[src/hw/rtl/spd_pkg.sv]
package spd_pkg;

  localparam int unsigned ByteW  = 8;
  localparam int unsigned WordW  = 32;
  localparam int unsigned PosW   = 4;
  localparam int unsigned PaddrW = 3;

  localparam logic [PosW-1:0]  FrameBytes = PosW'(15);
  localparam logic [ByteW-1:0] StartMark  = 8'h0E;
  localparam logic [ByteW-1:0] EndMark    = 8'hFE;

  // frame byte positions
  localparam logic [PosW-1:0] PosStart     = PosW'(0);
  localparam logic [PosW-1:0] PosLength    = PosW'(1);
  localparam logic [PosW-1:0] PosId        = PosW'(2);
  localparam logic [PosW-1:0] PosLocation  = PosW'(3);
  localparam logic [PosW-1:0] PosStampLo   = PosW'(4);
  localparam logic [PosW-1:0] PosStampHi   = PosW'(7);
  localparam logic [PosW-1:0] PosLuxLo     = PosW'(8);
  localparam logic [PosW-1:0] PosLuxHi     = PosW'(11);
  localparam logic [PosW-1:0] PosCondition = PosW'(12);
  localparam logic [PosW-1:0] PosChecksum  = PosW'(13);
  localparam logic [PosW-1:0] PosEnd       = PosW'(14);

  // register index, taken from paddr[2]
  localparam logic RegTimeLimit = 1'b0;
  localparam logic [WordW-1:0] TimeLimitReset = 32'hFFFF_FFFF;

  typedef enum logic [2:0] {
    StatOk       = 3'd0,
    StatShort    = 3'd1,
    StatMarker   = 3'd2,
    StatChecksum = 3'd3,
    StatFuture   = 3'd4
  } status_e;

  typedef struct packed {
    status_e          status;
    logic [ByteW-1:0] sensor_id;
    logic [ByteW-1:0] location;
    logic [WordW-1:0] time_stamp;
    logic [WordW-1:0] lux_bits;
    logic [ByteW-1:0] light_condition;
  } result_t;

endpackage

[src/hw/rtl/spd_ifs.sv]
interface spd_in_if;
  logic                      valid;
  logic                      ready;
  logic [spd_pkg::ByteW-1:0] rx_byte;
  logic                      line_end;

  modport source (output valid, output rx_byte, output line_end, input ready);
  modport sink   (input valid, input rx_byte, input line_end, output ready);
endinterface

interface spd_out_if;
  logic                      valid;
  logic                      ready;
  spd_pkg::status_e          status;
  logic [spd_pkg::ByteW-1:0] sensor_id;
  logic [spd_pkg::ByteW-1:0] location;
  logic [spd_pkg::WordW-1:0] time_stamp;
  logic [spd_pkg::WordW-1:0] lux_bits;
  logic [spd_pkg::ByteW-1:0] light_condition;

  modport source (output valid, output status, output sensor_id, output location,
                  output time_stamp, output lux_bits, output light_condition,
                  input ready);
  modport sink   (input valid, input status, input sensor_id, input location,
                  input time_stamp, input lux_bits, input light_condition,
                  output ready);
endinterface

[src/hw/rtl/spd_frame_parse.sv]
module spd_frame_parse (
  input  logic                      clk_i,
  input  logic                      rst_ni,
  input  logic                      take_i,
  input  logic [spd_pkg::ByteW-1:0] rx_byte_i,
  input  logic                      line_end_i,
  input  logic [spd_pkg::WordW-1:0] time_limit_i,
  output spd_pkg::result_t          result_o
);

  logic [spd_pkg::PosW-1:0]  pos_q, pos_d;
  logic [spd_pkg::ByteW-1:0] sum_q, sum_d;
  logic                      start_ok_q, start_ok_d;
  logic                      end_ok_q, end_ok_d;
  logic [spd_pkg::ByteW-1:0] id_q, id_d;
  logic [spd_pkg::ByteW-1:0] loc_q, loc_d;
  logic [spd_pkg::WordW-1:0] stamp_q, stamp_d;
  logic [spd_pkg::WordW-1:0] lux_q, lux_d;
  logic [spd_pkg::ByteW-1:0] cond_q, cond_d;
  spd_pkg::status_e          status;

  // line state including the current word
  always_comb begin
    pos_d      = pos_q;
    sum_d      = sum_q;
    start_ok_d = start_ok_q;
    end_ok_d   = end_ok_q;
    id_d       = id_q;
    loc_d      = loc_q;
    stamp_d    = stamp_q;
    lux_d      = lux_q;
    cond_d     = cond_q;
    if (pos_q != spd_pkg::FrameBytes) begin
      pos_d = pos_q + spd_pkg::PosW'(1);
      if (pos_q >= spd_pkg::PosLength && pos_q <= spd_pkg::PosChecksum) begin
        sum_d = sum_q + rx_byte_i;
      end
      case (pos_q) inside
        spd_pkg::PosStart:     start_ok_d = (rx_byte_i == spd_pkg::StartMark);
        spd_pkg::PosId:        id_d = rx_byte_i;
        spd_pkg::PosLocation:  loc_d = rx_byte_i;
        [spd_pkg::PosStampLo:spd_pkg::PosStampHi]:
          stamp_d = {stamp_q[spd_pkg::WordW-spd_pkg::ByteW-1:0], rx_byte_i};
        [spd_pkg::PosLuxLo:spd_pkg::PosLuxHi]:
          lux_d = {lux_q[spd_pkg::WordW-spd_pkg::ByteW-1:0], rx_byte_i};
        spd_pkg::PosCondition: cond_d = rx_byte_i;
        spd_pkg::PosEnd:       end_ok_d = (rx_byte_i == spd_pkg::EndMark);
        default: ;
      endcase
    end
  end

  // checks in precedence order
  always_comb begin
    if (pos_d != spd_pkg::FrameBytes) begin
      status = spd_pkg::StatShort;
    end else if (!(start_ok_d && end_ok_d)) begin
      status = spd_pkg::StatMarker;
    end else if (sum_d != '0) begin
      status = spd_pkg::StatChecksum;
    end else if (stamp_d > time_limit_i) begin
      status = spd_pkg::StatFuture;
    end else begin
      status = spd_pkg::StatOk;
    end
  end

  always_comb begin
    result_o = '0;
    result_o.status = status;
    if (status == spd_pkg::StatOk) begin
      result_o.sensor_id       = id_d;
      result_o.location        = loc_d;
      result_o.time_stamp      = stamp_d;
      result_o.lux_bits        = lux_d;
      result_o.light_condition = cond_d;
    end
  end

  always_ff @(posedge clk_i or negedge rst_ni) begin
    if (!rst_ni) begin
      pos_q      <= '0;
      sum_q      <= '0;
      start_ok_q <= 1'b0;
      end_ok_q   <= 1'b0;
    end else if (take_i) begin
      if (line_end_i) begin
        pos_q      <= '0;
        sum_q      <= '0;
        start_ok_q <= 1'b0;
        end_ok_q   <= 1'b0;
      end else begin
        pos_q      <= pos_d;
        sum_q      <= sum_d;
        start_ok_q <= start_ok_d;
        end_ok_q   <= end_ok_d;
      end
    end
  end

  // field holds are fully rewritten by every complete frame
  always_ff @(posedge clk_i) begin
    if (take_i) begin
      id_q    <= id_d;
      loc_q   <= loc_d;
      stamp_q <= stamp_d;
      lux_q   <= lux_d;
      cond_q  <= cond_d;
    end
  end

endmodule

[src/hw/rtl/sensor_packet_deframer.sv]
// Channel   Role  Word
// in_ch     sink  rx_byte, line_end (one frame byte)
// out_ch    src   status and decoded fields, one per line_end word
// apb       cfg   time_limit at byte address 0
//
// One byte per cycle while in_ch.ready is high; a byte is checked and decoded in the cycle it is taken.
// The result of a line_end byte shows on out_ch the next cycle.
// in_ch.ready drops only while a result is held and out_ch.ready is low.
// rst_ni clears the line state and sets time_limit to all ones.
module sensor_packet_deframer (
  input  logic                        clk_i,
  input  logic                        rst_ni,
  spd_in_if.sink                      in_ch,
  spd_out_if.source                   out_ch,
  input  logic                        psel,
  input  logic                        penable,
  input  logic                        pwrite,
  input  logic [spd_pkg::PaddrW-1:0]  paddr,
  input  logic [spd_pkg::WordW-1:0]   pwdata,
  output logic [spd_pkg::WordW-1:0]   prdata,
  output logic                        pready
);

  logic [spd_pkg::WordW-1:0] time_limit_q;
  logic                      reg_sel;
  logic                      in_take;
  logic                      out_valid_q, out_valid_d;
  spd_pkg::result_t          res;
  spd_pkg::result_t          out_q;

  assign reg_sel = (paddr[2] == spd_pkg::RegTimeLimit);
  assign pready  = 1'b1;
  assign prdata  = reg_sel ? time_limit_q : '0;

  always_ff @(posedge clk_i or negedge rst_ni) begin
    if (!rst_ni) begin
      time_limit_q <= spd_pkg::TimeLimitReset;
    end else if (psel && penable && pwrite && reg_sel) begin
      time_limit_q <= pwdata;
    end
  end

  assign in_ch.ready = !out_valid_q || out_ch.ready;
  assign in_take     = in_ch.valid && in_ch.ready;

  spd_frame_parse u_parse (
    .clk_i        (clk_i),
    .rst_ni       (rst_ni),
    .take_i       (in_take),
    .rx_byte_i    (in_ch.rx_byte),
    .line_end_i   (in_ch.line_end),
    .time_limit_i (time_limit_q),
    .result_o     (res)
  );

  always_comb begin
    out_valid_d = out_valid_q;
    if (in_take && in_ch.line_end) begin
      out_valid_d = 1'b1;
    end else if (out_ch.ready) begin
      out_valid_d = 1'b0;
    end
  end

  always_ff @(posedge clk_i or negedge rst_ni) begin
    if (!rst_ni) begin
      out_valid_q <= 1'b0;
    end else begin
      out_valid_q <= out_valid_d;
    end
  end

  always_ff @(posedge clk_i) begin
    if (in_take && in_ch.line_end) begin
      out_q <= res;
    end
  end

  assign out_ch.valid           = out_valid_q;
  assign out_ch.status          = out_q.status;
  assign out_ch.sensor_id       = out_q.sensor_id;
  assign out_ch.location        = out_q.location;
  assign out_ch.time_stamp      = out_q.time_stamp;
  assign out_ch.lux_bits        = out_q.lux_bits;
  assign out_ch.light_condition = out_q.light_condition;

  a_line_end_gives_word: assert property (@(posedge clk_i) disable iff (!rst_ni)
    in_take && in_ch.line_end |=> out_ch.valid)
    else $error("line_end word produced no result");

  a_mid_line_no_word: assert property (@(posedge clk_i) disable iff (!rst_ni)
    in_take && !in_ch.line_end && !out_valid_q |=> !out_ch.valid)
    else $error("result without line_end");

  a_error_zero_fields: assert property (@(posedge clk_i) disable iff (!rst_ni)
    out_ch.valid && out_ch.status != spd_pkg::StatOk |->
      out_ch.sensor_id == '0 && out_ch.time_stamp == '0 && out_ch.lux_bits == '0)
    else $error("fields not cleared on error status");

endmodule
[src/flat_wrapper.sv]
// flat-port wrapper written by rule: the top's interface ports become plain ports
module sensor_packet_deframer_flat 
  (clk_i, rst_ni, psel, penable, pwrite, paddr, pwdata, prdata, pready, in_ch_valid, in_ch_rx_byte, in_ch_line_end, in_ch_ready, out_ch_valid, out_ch_status, out_ch_sensor_id, out_ch_location, out_ch_time_stamp, out_ch_lux_bits, out_ch_light_condition, out_ch_ready);
  spd_in_if in_ch_i ();
  spd_out_if out_ch_i ();
  input  logic clk_i;
  input  logic rst_ni;
  input  logic psel;
  input  logic penable;
  input  logic pwrite;
  input  logic [spd_pkg::PaddrW-1:0] paddr;
  input  logic [spd_pkg::WordW-1:0] pwdata;
  output logic [spd_pkg::WordW-1:0] prdata;
  output logic pready;
  input wire logic [$bits(in_ch_i.valid)-1:0] in_ch_valid;
  input wire logic [$bits(in_ch_i.rx_byte)-1:0] in_ch_rx_byte;
  input wire logic [$bits(in_ch_i.line_end)-1:0] in_ch_line_end;
  output wire logic [$bits(in_ch_i.ready)-1:0] in_ch_ready;
  output wire logic [$bits(out_ch_i.valid)-1:0] out_ch_valid;
  output wire logic [$bits(out_ch_i.status)-1:0] out_ch_status;
  output wire logic [$bits(out_ch_i.sensor_id)-1:0] out_ch_sensor_id;
  output wire logic [$bits(out_ch_i.location)-1:0] out_ch_location;
  output wire logic [$bits(out_ch_i.time_stamp)-1:0] out_ch_time_stamp;
  output wire logic [$bits(out_ch_i.lux_bits)-1:0] out_ch_lux_bits;
  output wire logic [$bits(out_ch_i.light_condition)-1:0] out_ch_light_condition;
  input wire logic [$bits(out_ch_i.ready)-1:0] out_ch_ready;
  assign in_ch_i.valid = in_ch_valid;
  assign in_ch_i.rx_byte = in_ch_rx_byte;
  assign in_ch_i.line_end = in_ch_line_end;
  assign in_ch_ready = in_ch_i.ready;
  assign out_ch_valid = out_ch_i.valid;
  assign out_ch_status = out_ch_i.status;
  assign out_ch_sensor_id = out_ch_i.sensor_id;
  assign out_ch_location = out_ch_i.location;
  assign out_ch_time_stamp = out_ch_i.time_stamp;
  assign out_ch_lux_bits = out_ch_i.lux_bits;
  assign out_ch_light_condition = out_ch_i.light_condition;
  assign out_ch_i.ready = out_ch_ready;
  sensor_packet_deframer u_core (.clk_i(clk_i), .rst_ni(rst_ni), .in_ch(in_ch_i), .out_ch(out_ch_i), .psel(psel), .penable(penable), .pwrite(pwrite), .paddr(paddr), .pwdata(pwdata), .prdata(prdata), .pready(pready));
endmodule
[config.mk]
export PLATFORM = sky130hd
export DESIGN_NAME = sensor_packet_deframer_flat
export DESIGN_NICKNAME = d
export VERILOG_FILES = /design/src/hw/rtl/spd_pkg.sv /design/src/hw/rtl/spd_ifs.sv /design/src/hw/rtl/spd_frame_parse.sv /design/src/hw/rtl/sensor_packet_deframer.sv /design/src/flat_wrapper.sv
export SDC_FILE = /design/constraint.sdc
export NUM_CORES = 1
export LEC_CHECK = 0
export BUFFER_PORTS_ARGS = -buffer_cell sky130_fd_sc_hd__buf_4
export CAP_MARGIN = 20
export CORE_MARGIN = 2
export CORE_UTILIZATION = 40
export DETAILED_ROUTE_END_ITERATION = 6
export SETUP_SLACK_MARGIN = 0.05
export SLEW_MARGIN = 30
export SYNTH_ARGS = -nofsm -noshare
export SYNTH_HDL_FRONTEND = slang
export SYNTH_SLANG_ARGS = --single-unit
[constraint.sdc]
create_clock -name clk_i -period 5.4 [get_ports clk_i]
set_input_delay 0.27 -clock clk_i [delete_from_list [all_inputs] [get_ports clk_i]]
set_output_delay 0.27 -clock clk_i [all_outputs]
set_load 0.01 [all_outputs]
# Yosys cells after proc, flatten, opt, wreduce, memory -nomap -nowiden
# Cells that the tools add are included.
[totals]
reg_bits = 226
input_bits = 51
wordCells = 99
[classes]
bitwise = 1
order_cmp = 7
n_reduce_logical = 15
eq_ne = 8
n_addsub = 2
n_mux = 49
[ops]
columns = ["cell", "count"]
rows = [
  ["$mux 32", 12],
  ["$mux 8", 17],
  ["$gt 32x32->1", 1],
  ["$mux 1", 14],
  ["$mux 3", 4],
  ["$logic_and 1x1->1", 9],
  ["$add 8x8->8", 1],
  ["$eq 4x2->1 const B", 2],
  ["$eq 4x4->1 const B", 2],
  ["$eq 8x4->1 const B", 1],
  ["$eq 8x8->1 const B", 1],
  ["$le 4x4->1 const B", 2],
  ["$mux 4", 2],
  ["$ne 4x4->1 const B", 2],
  ["$reduce_bool 8->1", 1],
  ["$add 4x1->4 const B", 1],
  ["$ge 4x1->1 const B", 1],
  ["$ge 4x3->1 const B", 1],
  ["$ge 4x4->1 const B", 1],
  ["$le 4x3->1 const B", 1],
  ["$logic_not 4->1", 1],
  ["$logic_not 3->1", 1],
  ["$reduce_bool 2->1", 1],
  ["$logic_not 1->1", 1],
  ["2 further kinds", 2],
]

# Longest topological paths before layout
# Gate-level depths: netlist of the first run.
[depth]
word_depth = 13
depth_mapped = 14
depth_no_buf = 9

# Modules after synthesis
# A second synthesis of the first run with hierarchy kept.
[unflattened]
hier_cells = 761
area_unflattened_um2 = 11584.9
[modules_own_cells]
columns = ["mod", "cells_each", "seq_area_each_um2", "area_per_inst_um2", "n_inst"]
rows = [
  ["spd_frame_parse", 559, 2992.9, 7206.9, 1],
  ["sensor_packet_deframer", 202, 3598.5, 4377.9, 1],
]

# Worst setup path after synthesis of the first run
# Ideal clock, no wire load.
[synth_path]
path_kind = "register to register"
start = "reg u_core.out_valid_q, in the netlist u_core.out_ch.valid"
end = "reg u_core.out_q, in the netlist u_core.out_ch.light_condition[0] (enable)"
setup_ns = 0.542
arrival_ns = 4.540
path_slack_ns = 0.318
n_path_buf = 0
path_stages_with_launch = 4
cell_sequence = "dfrtp_1 > nand2b_1 > nand2_1 > nor2_1"
[synth_via]
elab_chain_len = 4
[synth_lines]
columns = ["element", "line", "source"]
rows = [
  ["start, declared", "sensor_packet_deframer.sv:27", "logic out_valid_q, out_valid_d;"],
  ["start signal, assigned", "sensor_packet_deframer.sv:69", "out_valid_q <= out_valid_d;"],
  ["$logic_not 1->1", "sensor_packet_deframer.sv:43", "assign in_ch.ready = !out_valid_q || out_ch.ready;"],
  ["$logic_or 1x1->1", "sensor_packet_deframer.sv:43", ""],
  ["named net in_ch_ready", "flat_wrapper.sv:18", "output wire logic [$bits(in_ch_i.ready)-1:0] in_ch_ready;"],
  ["$logic_and 1x1->1", "sensor_packet_deframer.sv:44", "assign in_take = in_ch.valid && in_ch.ready;"],
  ["$logic_and 1x1->1", "sensor_packet_deframer.sv:74", "if (in_take && in_ch.line_end) begin"],
  ["end signal, assigned", "sensor_packet_deframer.sv:75", "out_q <= res;"],
  ["end, declared", "sensor_packet_deframer.sv:29", "spd_pkg::result_t out_q;"],
]
# The timed path passes the listed nets, and every way through them passes these cells.
# A chain may end at the register's enable or synchronous reset.

# Final worst setup path of the first run
[layout_path]
start = "reg u_core.u_parse.sum_q[0] in the netlist's numbering"
end = "reg u_core.out_q, in the netlist u_core.out_ch.lux_bits[11] (data pin)"
[layout_via]
elab_chain_len = 8
[layout_lines]
columns = ["element", "line", "source"]
rows = [
  ["start, declared", "spd_frame_parse.sv:12", "logic [spd_pkg::ByteW-1:0] sum_q, sum_d;"],
  ["start signal, assigned", "spd_frame_parse.sv:94", "sum_q <= sum_d;"],
  ["$add 8x8->8", "spd_frame_parse.sv:36", "sum_d = sum_q + rx_byte_i;"],
  ["$mux 8", "spd_frame_parse.sv:35", "if (pos_q >= spd_pkg::PosLength && pos_q <= spd_pkg::PosChecksum) begin"],
  ["$mux 8 (*)", "spd_frame_parse.sv:33", "if (pos_q != spd_pkg::FrameBytes) begin"],
  ["$reduce_bool 8->1 (*)", "spd_frame_parse.sv:59", "end else if (sum_d != '0) begin"],
  ["$mux 3 (*)", "spd_frame_parse.sv:59", ""],
  ["$mux 3 (*)", "spd_frame_parse.sv:57", "end else if (!(start_ok_d && end_ok_d)) begin"],
  ["$mux 3 (*)", "spd_frame_parse.sv:55", "if (pos_d != spd_pkg::FrameBytes) begin"],
  ["$logic_not 3->1 (*)", "spd_frame_parse.sv:71", "if (status == spd_pkg::StatOk) begin"],
]
# Mark *: on every way between the ends. The rest lies on a longest branch, timed or not.

==> flow_metrics.tcl, run 1 <==
set metrics [dict create \
    status "finished clean" \
    maxSlewViolCount 0 \
    die_area_mm2 0.02840 \
    yosys_warnings 0 \
    grt_max_degree 89 \
    grt_most_used_layer "met2" \
    setup_viol 0 \
    crit_arrival_ns 4.51 \
    rsz0062_at_grt "false" \
    cts_max_level 1 \
    tns_ns 0 \
    final_antenna_net_count 0 \
    timing.final.crit_share_pct 77.38 \
    port_buffers 173 \
    antenna_found_initial 0 \
    placementRows 60 \
    required_ns 5.73 \
    grt_pass1_vias 7495 \
    crit_fanout 45 \
    peakVddDrop_v 0.0003145 \
    via_per_inst 5.210 \
    synth_top_area_share_pct 49.65 \
    ys.flop_type "edfxtp_1" \
    critPathBufInv 1 \
    clkTransAtPathRegs_ns 0.06 \
    first_iter_violations 506 \
    cap_viol_max_count 0 \
    min_path_type "in -> reg" \
    overflow 0 \
    cp_cell_sequence "ha_1 > fa_1 > a211oi_1 > o21ba_2 > o211ai_1 > o41ai_1 > nand4_4 > buf_4 > nor3_1" \
    cts_tree "yes" \
    cts-buffers-inserted 26 \
    nNetsFinal 1142 \
    yosysUniqueCellTypes 56 \
    cp_slowest_cell "o41ai_1" \
    crit_path_end_kind "flip-flop" \
    first_pass_iters 5 \
    drc_errors 0 \
    fillCellCount 2329 \
    avgSynthCellArea_um2 12.75 \
    io_pins 177 \
    whs_ns 0.09297 \
    powerDensity_mw_per_mm2 362.0 \
    yosys-top-cells-count "179 x edfxtp_1, 121 x mux2_2, 103 x nand2_1, 85 x nor3_1, 46 x nor2_1" \
    wirelength_um 25870 \
    die_w_um 168.5 \
    root_buffer "clkbuf_16" \
    drt-wirelength-per-cell_um 18.37 \
    netlist.top_cell.by_area "edfxtp_1" \
    grt_use_met3_pct 4.068 \
    maxSlewHeadroom_pct 45.31 \
    cts_buffer_depth 3 \
    synth_area_leaders "edfxtp_1 50%, mux2_2 13%, dfstp_2 7.8%, ha_1 5.0%, nor3_1 3.9%" \
    fp.coreArea_mm2 0.02680 \
    fin_worst_skew_ns 0.006785 \
    die_h_um 168.5 \
    diodes 0 \
    crit_family "compound AO/OA/AOI/OAI gates" \
    ys_ff_latch 226 \
    slowest_delay_ns 0.74 \
    worst_setup_path_start_kind "flip-flop" \
    dpl.hpwl_um 17090 \
    min_period_ns 4.179 \
    yosysSeqAreaShare_pct 60.88 \
    place_congestion 0.8041 \
    clock_latency_ns 0.52 \
    final_hold_viol_count 0 \
    p_leak_nw 5.155 \
    synth_most_common_cell "edfxtp_1" \
    postSynthCellCount 849 \
    cts_num_sinks 226 \
    path_class "reg -> reg" \
    syn-cell-area_mm2 0.01083 \
    grt_pass1_wl_um 40390 \
    use_met2_pct 30.31 \
    initial_utilization_pct 40.40 \
    synth_nets 944 \
    synth-async-reset-ratio_pct 20.80 \
    worst_pin_slew_ns 0.8204 \
    grtUsageTotal_pct 17.91 \
    synth_edf_count 179 \
    vias 7335 \
    syn2layout_area_growth_pct 26.56 \
    max_freq_mhz 239.3 \
    gr-usage-met1_pct 23.70 \
    drive_above_1_share_pct 36.93 \
]
==> stage by stage <==
stage | instances | util (%) | setup slack (ns) | area (um^2) | total power [W]
finish | 1408 | 51.13 | 1.221 | 13700 | 0.004960
global route | 1408 | 51.13 | 0.9663 | 13700 | 0.005206
global placement | 1326 | 46.60 | 1.283 | 12490 | 0.003196
detailed placement | 1326 | 46.60 | 1.142 | 12490 | 0.003218
CTS | 1407 | 51.05 | 1.186 | 13680 | 0.005008
floorplan | 849 | - | 0.3185 | 10830 | 0.002884
==> sequential cells by signal, summed over array words and instances (netlist names), 32 cells and up <==
signal,flops
u_core.u_parse.lux_q,32
u_core.out_ch.lux_bits,32
u_core.out_ch.time_stamp,32
u_core.time_limit_q,32
u_core.u_parse.stamp_q,32
==> cell families (layout without fill, tap and decap cells) <==
| kind of cell | after synthesis | after routing | share of synthesized area (%) |
|---|---|---|---|
| muxes | 122 | 122 | 12.68 |
| other | 1 | 1 | 0.03464 |
| DFF | 226 | 226 | 60.88 |
| buffers and inverters | 86 | 304 | 3.120 |
| AOI/OAI and AO/OA | 67 | 67 | 4.392 |
| adders and majority gates | 44 | 44 | 5.154 |
| and+or+nand+nor | 299 | 299 | 13.42 |
| xor gates and xnor gates | 4 | 4 | 0.3236 |
==> area by class of cell <==
| cell class | instances | area (um^2) | area share (%) |
|---|---|---|---|
| Clock buffer | 43 | 812.0 | 5.926 |
| Timing Repair Buffer | 218 | 1744 | 12.73 |
| Multi-Input combinational cell | 537 | 3934 | 28.71 |
| Clock inverter | 5 | 50.05 | 0.3653 |
| Inverter | 38 | 143.9 | 1.050 |
| Tap cell | 341 | 426.7 | 3.114 |
| Sequential cell | 226 | 6591 | 48.11 |
==> worst paths after layout <==
check / slack (ns) / end / cells after the start / start
max: 1.22 / u_core.out_ch.lux_bits[11] / 9 / u_core.u_parse.sum_q[0]
min reg2reg: 0.50 / u_core.u_parse.end_ok_q / 1 / u_core.u_parse.end_ok_q
max in group asynchronous: 4.65 / u_core.u_parse.end_ok_q / 2 / rst_ni
min: 0.09 / u_core.u_parse.pos_q[2] / 4 / in_ch_line_end
min in group asynchronous: 0.34 / u_core.u_parse.sum_q[5] / 2 / rst_ni
max reg2reg: 1.22 / u_core.out_ch.lux_bits[11] / 9 / u_core.u_parse.sum_q[0]
==> per-layer routing <==
layer / vias to the layer above / share of wire [%]
met3: 43 / 7.2
met5: - / 0
met1: 3555 / 44
met4: 0 / 2.1
li1: 3523 / -
met2: 214 / 47
==> placed cells by master (no fill, tap or decap), drive strengths merged, types with 4 or more instances in the layout <==
master and instances:
a22o 8, buf 185, o211ai 4, dlygate4sd3 33
a211oi 5, clkbuf 43, nor2b 6, o21ai 11
nand2b 4, nand4 10, a21oi 19, or4 4
dfstp 32, edfxtp 179, and3 5, nand3 10
dfrtp 15, nor2 46, ha 43, mux2 121
nand2 103, clkinv 4, inv 38, nor3 95
==> worst reg2reg max path: stages (launching register included) <==
cell,delay [ns]
dfrtp_1,0.40
ha_1,0.22
fa_1,0.41
a211oi_1,0.37
o21ba_2,0.21
o211ai_1,0.08
o41ai_1,0.74
nand4_4,0.72
buf_4,0.52
nor3_1,0.32
==> what timing repair did <==
item,4_1_cts,5_1_grt
endpoints found under the hold margin,47,0
gates resized for setup,0,0
setup buffers,0,0
hold buffers,33,0
==> where the power goes <==
| group | internal [W] | switching (W) |
|---|---|---|
| sequential | 0.00211 | 0.0000932 |
| clock | 0.00107 | 0.000687 |
| combinational | 0.000457 | 0.000540 |
| total | 0.00364 | 0.00132 |
Power figures use the tool's default switching activity.
==> run 2: changes to the inputs <==
==> constraint.sdc (replaced) <==
create_clock -name clk_i -period 3.7 [get_ports clk_i]
set_input_delay 0.185 -clock clk_i [delete_from_list [all_inputs] [get_ports clk_i]]
set_output_delay 0.185 -clock clk_i [all_outputs]
set_load 0.01 [all_outputs]
==> flow_metrics.tcl, run 2 (synthesis gave the netlist of run 1 again) <==
set metrics [dict create \
    cts_buffer_depth 3 \
    vias 7291 \
    final_hold_viol_count 0 \
    grt_pass1_vias 7424 \
    cp_common_cell "buf_12" \
    rrSetupSlack_ns 0.28 \
    drt-wirelength-per-cell_um 18.26 \
    overflow 0 \
    top_layer "met4" \
    via_per_inst 5.156 \
    dpl.hpwl_um 17390 \
    dpl_cell_area_mm2 0.01257 \
    power_w 0.007165 \
    critPathLaunch "u_core.u_parse.pos_q[3]" \
    dr_wl_met2_um 12480 \
    multi_input_area_mm2 0.003934 \
    rsz0062_at_grt "false" \
    grt_pass1_wl_um 40910 \
    intPower_w 0.005237 \
    cap_viol_max_count 0 \
    timing.final.crit_share_pct 92.41 \
    seq_power_share_pct 44.9 \
    die_w_um 168.5 \
    crit_path_end_kind "flip-flop" \
    fillCellCount 2350 \
    cts_max_level 1 \
    diodes 0 \
    io_pins 177 \
    drt-met1-wl_um 11430 \
    final_core_util_pct 51.27 \
    min_period_ns 3.419 \
    cp_slowest_cell "a2111oi_1" \
    antenna_found_initial 0 \
    clock_latency_ns 0.53 \
    route.met3.wl_um 1483 \
    setup_ws_ns 0.2810 \
    swShare_pct 26.92 \
    required_ns 3.96 \
    maxSlewHeadroom_pct 48.59 \
    cts_tree "yes" \
    nNetsFinal 1149 \
    crit_fanout 71 \
    port_buffers 173 \
    initial_utilization_pct 40.40 \
    place_congestion 0.8418 \
    first_iter_violations 535 \
    fp.coreArea_mm2 0.02680 \
    die_area_mm2 0.02840 \
    grtUsageTotal_pct 18.15 \
    mostFrequentLayoutCells "186 x buf_4, 179 x edfxtp_1, 121 x mux2_2" \
    cts-buffers-inserted 26 \
    worst_pin_slew_ns 0.7652 \
    fin_worst_skew_ns 0.008871 \
    crit_arrival_ns 3.68 \
    p_leak_nw 5.173 \
    clkTransAtPathRegs_ns 0.06 \
    setup_viol 0 \
    first_pass_iters 5 \
    drc_errors 0 \
    root_buffer "clkbuf_16" \
    endpoint "u_core.out_ch.lux_bits[22]" \
    seq_area_mm2 0.006591 \
    pre_cts_ws_ns 0.2408 \
    combPwrFrac_pct 20.8 \
    path_class "reg -> reg" \
    power_frac_clock_pct 34.3 \
    ff2ff_path_depth 10 \
    drive_above_1_share_pct 37.09 \
    rr_startpoint "u_core.u_parse.pos_q[3]" \
    maxSlewViolCount 0 \
    max_freq_mhz 292.5 \
    grt_max_degree 77 \
    tns_ns 0 \
    die_h_um 168.5 \
    cts_num_sinks 226 \
    cp_cell_sequence "nor2b_2 > buf_12 > mux2_2 > ha_1 > nand4_1 > a2111oi_1 > o31ai_1 > a211oi_4 > buf_12 > nor3_1" \
    fin_area_mm2 0.01374 \
    slowest_delay_ns 0.46 \
    worst_setup_path_start_kind "flip-flop" \
    peakVddDrop_v 0.0003279 \
    p_switching_w 0.001929 \
    placementRows 60 \
    r2r-end "u_core.out_ch.lux_bits[22]" \
    status "finished clean" \
    powerDensity_mw_per_mm2 521.5 \
    final_antenna_net_count 0 \
    wirelength_um 25820 \
    syn2layout_area_growth_pct 26.90 \
    final_common_cell "buf_4" \
    min_path_type "in -> reg" \
]
[run 2: cell types whose count changed in the layout (fill, tap and decap cells not counted), sizes merged]
cell	change
bufinv	+1
clkinvlp	+2
clkbuf	-11
dlygate4sd3	+2
inv	-1
buf	+5
clkinv	+8
[run 2: area by class of cell]
| class | count | share of cell area (%) |
|---|---|---|
| inverters | 38 | 1.047 |
| clock inverters | 15 | 0.8925 |
| well taps | 341 | 3.105 |
| repair buffers | 225 | 13.30 |
| multi-input cells | 537 | 28.63 |
| clock buffers | 32 | 5.054 |
| flip-flops and latches | 226 | 47.97 |
[run 2: routing by layer]
layer,vias to the layer above,GRT usage (%)
met5,-,0
met4,0,3.448
met3,33,3.788
met2,206,30.70
met1,3514,24.42
li1,3538,-
[run 2: worst min path at each step]
stage                     start                       to  slack (ns)  cells after the start
2_1_floorplan            rst_ni      u_core.out_ch.valid       -0.11                      0
3_3_place_gp             rst_ni  u_core.u_parse.pos_q[3]        0.27                      1
3_5_place_dp             rst_ni  u_core.u_parse.pos_q[2]        0.27                      1
4_1_cts        in_ch_rx_byte[6]   u_core.u_parse.id_q[6]        0.09                      2
5_1_grt        in_ch_rx_byte[6]   u_core.u_parse.id_q[6]         0.1                      2
6_report       in_ch_rx_byte[6]   u_core.u_parse.id_q[6]        0.12                      2
[run 2: repair_timing]
| action | in CTS | in global routing |
|---|---|---|
| endpoints found under the hold margin | 49 | 0 |
| buffers inserted | 0 | 0 |
| gates resized for setup | 0 | 1 |
| endpoints found under the setup margin | 0 | 57 |
| hold buffers | 35 | 0 |
[run 2: power by group through the flow]
| stage | Sequential, W | Clock (W) | Combinational [W] |
|---|---|---|---|
| 2_1_floorplan | 0.00324 | 0 | 0.000964 |
| 3_3_place_gp | 0.00326 | 0 | 0.00143 |
| 3_5_place_dp | 0.00327 | 0 | 0.00146 |
| 4_1_cts | 0.00322 | 0.00253 | 0.00150 |
| 5_1_grt | 0.00325 | 0.00264 | 0.00166 |
| 6_report | 0.00322 | 0.00246 | 0.00149 |
[run 2: worst max-delay path: cells and delay by family (launching register included)]
family | cells | cell delay [ns]
adders and majority gates | 1 | 0.32
and+or+nand+nor | 3 | 0.47
DFF | 1 | 0.38
buffers and inverters | 2 | 0.55
muxes | 1 | 0.41
AOI/OAI and AO/OA | 3 | 0.93
[run 2: through the flow]
stage / instances / hold WS, ns
2_1_floorplan: 849 / -0.1106
3_3_place_gp: 1332 / 0.2745
3_5_place_dp: 1332 / 0.2686
4_1_cts: 1414 / 0.09136
5_1_grt: 1414 / 0.09936
6_report: 1414 / 0.1160
==> run 3: changes to the inputs <==
--- a/config.mk
+++ b/config.mk
@@ -8,8 +8,9 @@
 export BUFFER_PORTS_ARGS = -buffer_cell sky130_fd_sc_hd__buf_4
 export CAP_MARGIN = 20
 export CORE_MARGIN = 2
-export CORE_UTILIZATION = 40
+export CORE_UTILIZATION = 51
 export DETAILED_ROUTE_END_ITERATION = 6
+export PLACE_DENSITY = 0.76
 export SETUP_SLACK_MARGIN = 0.05
 export SLEW_MARGIN = 30
 export SYNTH_ARGS = -nofsm -noshare
==> flow_metrics.tcl, run 3 (synthesis gave the netlist of run 1 again) <==
set metrics [dict create \
    maxSlewHeadroom_pct 40.45 \
    whs_ns 0.02312 \
    die_area_mm2 0.02241 \
    peakVddDrop_v 0.0004081 \
    cts_max_level 1 \
    cts_num_sinks 226 \
    fin_area_mm2 0.01374 \
    placementRows 53 \
    mostFrequentLayoutCells "189 x buf_4, 179 x edfxtp_1, 121 x mux2_2" \
    intPower_w 0.005299 \
    final_common_cell "buf_4" \
    cp_common_cell "buf_12" \
    crit_arrival_ns 3.72 \
    antenna_found_initial 0 \
    root_buffer "clkbuf_16" \
    drt-wirelength-per-cell_um 18.62 \
    syn2layout_area_growth_pct 26.93 \
    powerDensity_mw_per_mm2 525.9 \
    drive_above_1_share_pct 37.99 \
    grtUsageTotal_pct 22.09 \
    clock_latency_ns 0.51 \
    worst_setup_path_start_kind "flip-flop" \
    final_hold_viol_count 0 \
    first_iter_violations 601 \
    min_path_type "in -> reg" \
    p_switching_w 0.001928 \
    crit_fanout 32 \
    setup_viol 0 \
    gr-usage-met1_pct 29.61 \
    grt_most_used_layer "met2" \
    seq_power_share_pct 44.6 \
    required_ns 3.95 \
    grt_pass1_wl_um 39120 \
    maxSlewViolCount 0 \
    fin_worst_skew_ns 0.008489 \
    diodes 0 \
    place_congestion 0.8730 \
    swShare_pct 26.67 \
    cp_slowest_cell "a2111oi_1" \
    cts_tree "yes" \
    min_period_ns 3.472 \
    multi_input_area_mm2 0.003939 \
    final_core_util_pct 65.58 \
    grt_pass1_vias 7463 \
    die_w_um 149.7 \
    seq_area_mm2 0.006591 \
    overflow 0 \
    fp.coreArea_mm2 0.02096 \
    max_freq_mhz 288.0 \
    cap_viol_max_count 0 \
    final_antenna_net_count 0 \
    cts_buffer_depth 3 \
    path_class "reg -> reg" \
    power_frac_clock_pct 34.7 \
    port_buffers 173 \
    initial_utilization_pct 51.67 \
    cts-buffers-inserted 24 \
    grt_use_met3_pct 5.244 \
    grt_max_degree 70 \
    io_pins 177 \
    drc_errors 0 \
    clkTransAtPathRegs_ns 0.06 \
    fillCellCount 1551 \
    vias 7453 \
    timing.final.crit_share_pct 93.85 \
    worst_pin_slew_ns 0.8932 \
    combPwrFrac_pct 20.7 \
    crit_path_end_kind "flip-flop" \
    rsz0062_at_grt "false" \
    status "finished clean" \
    tns_ns 0 \
    use_met2_pct 36.58 \
    first_pass_iters 4 \
    dpl.hpwl_um 16360 \
    dpl_cell_area_mm2 0.01254 \
    slowest_delay_ns 0.41 \
    wirelength_um 25120 \
    cp_cell_sequence "nor2b_2 > buf_12 > mux2_2 > ha_1 > nor2b_1 > o211ai_1 > a2111oi_1 > o31ai_1 > a211oi_4 > buf_12 > buf_4 > nor3_1" \
    via_per_inst 5.525 \
    nNetsFinal 1151 \
    p_leak_nw 5.222 \
    die_h_um 149.7 \
]
## run 3: cell types whose count changed in the layout (fill, tap and decap cells not counted), sizes merged
cell,before,now
clkinv,12,10
dlygate4sd3,35,33
clkbuf,32,30
buf,190,195
bufinv,2,4
## run 3: path summary, 6_finish.rpt
kind                                           startpoint  cells past startpoint  slack [ns]                           end
worst max-delay path              u_core.u_parse.pos_q[3]                     12        0.23  u_core.out_ch.time_stamp[18]
worst min-delay path                       in_ch_line_end                      4        0.02       u_core.u_parse.pos_q[2]
worst max register to register    u_core.u_parse.pos_q[3]                     12        0.23  u_core.out_ch.time_stamp[18]
worst min register to register  u_core.u_parse.start_ok_q                      1        0.51     u_core.u_parse.start_ok_q
max in group asynchronous                          rst_ni                      2        3.01       u_core.u_parse.sum_q[2]
min in group asynchronous                          rst_ni                      2        0.27       u_core.u_parse.pos_q[1]
## run 3: metal layers
metal / share of wire [%] / wire length (um)
met5: 0 / 0
met4: 2.1 / 521
met3: 7.0 / 1763
met2: 48 / 12140
met1: 43 / 10690
## run 3: cell type report
class	instances	share of cell area [%]
Sequential cell	226	47.97
Inverter	38	1.047
Clock inverter	15	1.302
Multi-Input combinational cell	537	28.66
Timing Repair Buffer	229	13.78
Clock buffer	29	4.735
Tap cell	275	2.504
## run 3: critical path, delay by kind of cell (launching register included)
kind                     cells  cell delay, ns
AO/OA/AOI/OAI                4            1.03
buffers and inverters        3            0.65
AND/OR/NAND/NOR              3            0.41
flip-flops                   1            0.40
multiplexers                 1            0.39
adder cells (fa/ha/maj)      1            0.30
## run 3: power by group through the flow
stage	clock, W	combinational, W	sequential, W
after floorplan	0	0.000964	0.00324
after global placement	0	0.00139	0.00325
after detailed placement	0	0.00144	0.00327
after CTS	0.00255	0.00148	0.00322
after global routing	0.00265	0.00166	0.00324
final	0.00251	0.00150	0.00322
## run 3: per-stage QoR
stage / worst slack [ns] / total power (W) / std cells
finish: 0.2276 / 0.007227 / 1349
global route: 0.05774 / 0.007558 / 1349
floorplan: 0.08417 / 0.004209 / 849
CTS: 0.1947 / 0.007249 / 1347
detailed placement: 0.2182 / 0.004702 / 1270
global placement: 0.2669 / 0.004645 / 1270
## run 3: repair_timing
action | 4_1_cts | 5_1_grt
hold buffers | 33 | 0
resized for setup | 0 | 2
setup buffers | 0 | 1
setup endpoints to repair | 0 | 46
endpoints found under the hold margin | 47 | 0
